--- config.mk ---
export PLATFORM = sky130hd
export DESIGN_NAME = milt_cell
export DESIGN_NICKNAME = d
export VERILOG_FILES = /design/src/rtl/milt_pkg.sv /design/src/rtl/milt_cell.sv
export SDC_FILE = /design/constraint.sdc
export NUM_CORES = 1
export LEC_CHECK = 0
export BUFFER_PORTS_ARGS = -buffer_cell sky130_fd_sc_hd__clkbuf_2
export CAP_MARGIN = 20
export CORE_AREA = 2 2 204 206
export DETAILED_ROUTE_END_ITERATION = 8
export DIE_AREA = 0 0 206 208
export PLACE_DENSITY = 0.51
export SYNTH_ARGS = -nofsm -noshare
export SYNTH_HDL_FRONTEND = slang
export SYNTH_SLANG_ARGS = --single-unit
--- constraint.sdc ---
create_clock -name clock -period 35.5 [get_ports clock]
set_input_delay 1.775 -clock clock [delete_from_list [all_inputs] [get_ports clock]]
set_output_delay 1.775 -clock clock [all_outputs]
set_load 0.005 [all_outputs]
--- src/rtl/milt_pkg.sv ---
// message id lookup table: shared types and constants
// no dependencies; used by every module in rtl
package milt_pkg;

   localparam int KEY_W   = 160;
   localparam int VALUE_W = 10;
   localparam int COUNT_W = 7;

   typedef enum logic [1:0] {
      MODE_INSERT = 2'd0,
      MODE_DELETE = 2'd1,
      MODE_LOOKUP = 2'd2,
      MODE_NONE   = 2'd3
   } mode_type;

   typedef enum logic [4:0] {
      ST_IDLE    = 5'b00001,
      ST_SEARCH  = 5'b00010,
      ST_EVAL    = 5'b00100,
      ST_COMPACT = 5'b01000,
      ST_COUNT   = 5'b10000
   } state_type;

   typedef struct packed {
      logic                compact;
      logic                phase;
      logic                clear_hits;
      logic                write_en;
      logic [KEY_W-1:0]    key;
      logic [VALUE_W-1:0]  value;
   } cell_ctl_type;

endpackage

--- src/rtl/milt_cell.sv ---
// message id lookup table: one table cell (key, value, in-use flag, match flag)
// compares against the broadcast key and trades entries with its neighbors
// depends on milt_pkg
module milt_cell #(
   parameter int IDX       = 0,
   parameter int KEY_BYTES = 20
) (
   input  logic                          clock,
   input  logic                          reset,
   input  milt_pkg::cell_ctl_type        ctl,
   input  logic                          sel,
   input  logic                          up_used,
   input  logic [milt_pkg::KEY_W-1:0]    up_key,
   input  logic [milt_pkg::VALUE_W-1:0]  up_value,
   input  logic                          down_used,
   output logic                          used,
   output logic [milt_pkg::KEY_W-1:0]    key,
   output logic [milt_pkg::VALUE_W-1:0]  value,
   output logic                          hit
);

   localparam logic [milt_pkg::KEY_W-1:0] MASK =
      ~({milt_pkg::KEY_W{1'b1}} >> (KEY_BYTES * 8));
   localparam logic PARITY = 1'((IDX % 2));

   logic                          used_ff, used_in;
   logic                          hit_ff, hit_in;
   logic [milt_pkg::KEY_W-1:0]    key_ff, key_in;
   logic [milt_pkg::VALUE_W-1:0]  value_ff, value_in;
   logic                          lower_side;

   assign lower_side = (ctl.phase == PARITY);
   assign hit_in     = used_ff && (((key_ff ^ ctl.key) & MASK) == '0);

   always_comb begin
      used_in  = used_ff;
      key_in   = key_ff;
      value_in = value_ff;
      if (ctl.write_en && sel) begin
         used_in  = 1'b1;
         key_in   = ctl.key;
         value_in = ctl.value;
      end else if (ctl.clear_hits && hit_ff) begin
         used_in = 1'b0;
      end else if (ctl.compact) begin
         // odd-even exchange: a hole moves up past a live entry
         if (lower_side) begin
            if (!used_ff && up_used) begin
               used_in  = 1'b1;
               key_in   = up_key;
               value_in = up_value;
            end
         end else if (used_ff && !down_used) begin
            used_in = 1'b0;
         end
      end
   end

   always_ff @(posedge clock) begin
      if (reset) begin
         used_ff <= 1'b0;
         hit_ff  <= 1'b0;
      end else begin
         used_ff <= used_in;
         hit_ff  <= hit_in;
      end
   end

   always_ff @(posedge clock) begin
      key_ff   <= key_in;
      value_ff <= value_in;
   end

   assign used  = used_ff;
   assign key   = key_ff;
   assign value = value_ff;
   assign hit   = hit_ff;

endmodule

==> flow_summary.rst <==
.. list-table::
   :header-rows: 1

   * - Metric
     - Value
   * - Number of nets produced by synthesis
     - about 1,100
   * - Average wire length per cell after detail routing
     - 21.3 µm
   * - Clock-pin slew on the worst setup and hold paths
     - around 0.080 ns
   * - Buffer depth of the longest clock path
     - 2
   * - Core area
     - ~0.04 mm²
   * - Clk network pwr share
     - 0.370
   * - Total Neg Setup Slack
     - 0 ns
   * - Crit path max-delay cell type
     - buf_4
   * - Flops & latches, synth
     - 172
   * - Num Clock Sinks
     - roughly 170
   * - Global routing met3 resource utilization
     - 0.0418
   * - Number of cells traversed by the worst hold path
     - 3
   * - Worst hold endpoint
     - used$_SDFFE_PP0P_
   * - Area taken by multi-input logic gates
     - 0.00363 mm²
   * - Final worst clock skew
     - about 0.011 ns
   * - 1st-iter DRT viols
     - 471
   * - Cell occurring most often along the worst timing path
     - buf_4
   * - Number of distinct library cells after synthesis
     - 38
   * - Data arrival time of the worst path
     - 3.96 ns
   * - Post-route DRC
     - 0
   * - Final cycle utilization of the critical path
     - 0.106
   * - Final-report hold violation count
     - 0
   * - Slew at the pin closest to its max-slew limit
     - roughly 0.97 ns
   * - GR Overflow Total
     - 0
   * - Post-CTS Setup Repair Bufs
     - 0
   * - Post-Synthesis Cells
     - ~700
   * - Worst max-slew margin expressed relative to the limit
     - 0.351
   * - Synth Cell Area
     - about 0.0091 mm²
   * - Leading cell types in the layout, fill and taps excluded
     - 520 x clkbuf_2, 170 x edfxtp_1, 88 x mux2_2
   * - Class of the worst hold path
     - flop to flop
   * - Detailed-route vias per instance
     - approximately 4.4
   * - Number of max-cap violations
     - 0
   * - Global-route wire length before repair
     - approximately 53 mm
   * - Reg-to-reg critical path startpoint
     - key[50]$_DFFE_PP_
   * - Leading post-synthesis cells by cell area
     - edfxtp_1 56%, mux2_2 11%, mux2_1 5.7%
   * - Count of buffers from port buffering
     - between 500 and 600
   * - Avg Synthesized Cell Area
     - roughly 13 µm²
   * - Buffer type at the clock tree root
     - clkbuf_16
   * - Result of the run
     - finished clean
   * - Initial core utilization
     - 0.225
   * - Layout-stage area growth over the synthesis result
     - 42.4%
   * - Crit-path max cell delay
     - roughly 0.65 ns
   * - Register cell area after layout
     - ~0.005 mm²
   * - End of the worst register-to-register path
     - hit$_SDFF_PP0_
   * - Wire length reported by the detailed router
     - approximately 38 mm
   * - Yosys warnings
     - 0
   * - Via count
     - roughly 7,900
   * - First-pass DRT Iterations
     - 5
   * - Antenna-violating nets left
     - 0
   * - DIE AREA
     - around 0.043 mm²
   * - Final Max Slew Viols
     - 0
   * - Number of enable flip-flop cells after synthesis
     - between 150 and 200
   * - Most used DFF post-synth
     - edfxtp_1
   * - Layout Cell Area excl Fill
     - approximately 0.013 mm²
   * - TritonCTS clock tree
     - yes
   * - Placed standard-cell area
     - 0.0124 mm²
   * - Final setup vio count
     - 0
   * - Fraction of final layout cells sized beyond drive strength 1
     - 0.530
   * - Launching element type of the critical path
     - input pin
   * - Worst voltage drop across the vdd grid
     - roughly 0.033 mV
   * - Total CTS buffers
     - 17
   * - Leakage dissipation
     - about 5.7 nW
   * - Length in cells of the worst reg-to-reg path
     - 6
   * - Cell chain of the critical path
     - clkbuf_2, nand2_4, buf_4, buf_4, mux2_2
   * - Max Clock Freq
     - approximately 270 MHz
   * - Most common library cell in the layout ignoring fill and taps
     - clkbuf_2
   * - Met1 layer usage reported by global route
     - 0.213
   * - Clock network latency to the later pin of the worst-skew pair
     - around 0.45 ns
   * - Comb pwr share
     - 0.169
   * - Unrepaired setup endpoints after global routing
     - no
   * - Yosys top cell area share
     - 0.560
   * - Async set or reset register ratio after synthesis
     - 0
   * - Die extent in x
     - 206 µm
   * - Net Sw Frac
     - 0.271
   * - Crit Path Category
     - input pin to flop
   * - Total power divided by cell area
     - between 40 and 50 mW/mm²
   * - Vias in the first global route
     - around 8,100
   * - Crit path max fanout
     - 57
   * - Share of total power in sequential cells
     - 0.462
   * - Top-level port count
     - between 500 and 600
   * - Placer's final routability congestion estimate
     - approximately 0.90
   * - Hold path start
     - hit$_SDFF_PP0_
   * - Antenna violations before repair
     - 0
   * - Die extent in y
     - between 200 and 250 µm
   * - Sequential cell area fraction in the yosys report
     - 0.564
   * - Critical path data required time
     - between 30 and 40 ns
   * - Quantity of hold-fixing buffers added after cts
     - 0
   * - Post-CTS resize count
     - 0
   * - HPWL after detailed placement
     - slightly above 30 mm
   * - Total track usage
     - 0.172
   * - Placement Rows
     - 74
   * - Most Used Layer, Global Route
     - met2
   * - H-Tree Depth
     - 4
   * - Pin count of the biggest net entering global routing
     - 67
   * - Met2 demand-to-capacity share in global routing
     - 0.301
   * - Internal reg-to-reg setup slack
     - 32.87 ns
   * - Cell-internal power
     - slightly below 0.0004 W
   * - Number of fill cells
     - between 4,000 and 5,000
   * - Type of destination of the critical path
     - flop
   * - Sw power
     - approximately 0.00015 W
   * - Number of nets in the layout
     - 1,581
   * - Minimum clock period after layout
     - 3.76 ns
   * - Top cell type by total area after synthesis
     - edfxtp_1
==> worst max path at each step <==
stage	to	start	cells after the start	slack, ns
floorplan	key[0]$_DFFE_PP_	ctl[171]	3	20.25
global placement	hit$_SDFF_PP0_	ctl[98]	7	31.06
detailed placement	hit$_SDFF_PP0_	ctl[98]	7	30.96
CTS	hit$_SDFF_PP0_	ctl[98]	7	31.46
global route	hit$_SDFF_PP0_	ctl[60]	7	31.49
finish	key[60]$_DFFE_PP_	ctl[170]	5	31.74
==> power by group through the flow <==
stage | clock network (W) | registers (W) | logic, W
after CTS | 0.000208 | 0.000252 | 0.0000941
after floorplan | 0 | 0.000261 | 0.0000387
after detailed placement | 0 | 0.000256 | 0.0000938
after global placement | 0 | 0.000256 | 0.0000935
after global routing | 0.000215 | 0.000253 | 0.000101
final | 0.000201 | 0.000251 | 0.0000918
==> state kept, by name, indices dropped and copies added (netlist names) <==
register,count
key,160
value,10
used,1
hit,1
==> stage by stage <==
step                      hold WS, ns  utilization  std cells  worst slack [ns]  total power (W)
final                           0.575        0.320       1778             31.74         0.000544
after global routing            0.631        0.320       1777             31.49         0.000569
after CTS                       0.592        0.320       1776             31.46         0.000554
after detailed placement        0.584        0.305       1744             30.96         0.000350
after global placement          0.589        0.305       1744             31.06         0.000349
after floorplan                 0.529            -        707             20.25         0.000299
==> logic make-up after synthesis <==
logic type | after synthesis | synth area share
AND/OR/NAND/NOR | 110 | 0.0671
XOR/XNOR | 83 | 0.0797
AO/OA/AOI/OAI | 112 | 0.0837
flip-flops | 172 | 0.564
multiplexers | 134 | 0.166
buffers and inverters | 96 | 0.0395
==> cell usage after synthesis, drive strengths merged, types with 4 or more instances <==
library cell and number:
edfxtp 170, mux2 134, inv 70, xor2 44, nand2 39, xnor2 39
o21ai 36, o22ai 28, nor4 24, nand4 18, clkbuf 17, nand2b 12
o2bb2ai 12, a22oi 10, a221oi 6, a22o 6, nor2b 6, buf 5
a2111oi 4, clkinv 4, o2111ai 4
==> final cells by class <==
| cell class | count | share of cell area |
|---|---|---|
| sequential | 172 | 0.396 |
| multi-input combinational | 439 | 0.280 |
| timing repair buffer | 528 | 0.205 |
| tap | 532 | 0.0513 |
| clock buffer | 18 | 0.0331 |
| inverter | 74 | 0.0214 |
| clock inverter | 14 | 0.0129 |
| antenna | 1 | 0.000193 |
==> critical path: cells and delay by family <==
family | cells | cell delay, ns
buf+inv | 3 | 1.35
simple gates | 1 | 0.38
mux | 1 | 0.40
==> metal layers <==
metal	up-vias	wire [µm]
met2	327	19000
met3	25	2520
met4	0	422
met5	-	0
met1	3833	15800
li1	3713	-
No activity file was read; power rests on OpenSTA's default activity.
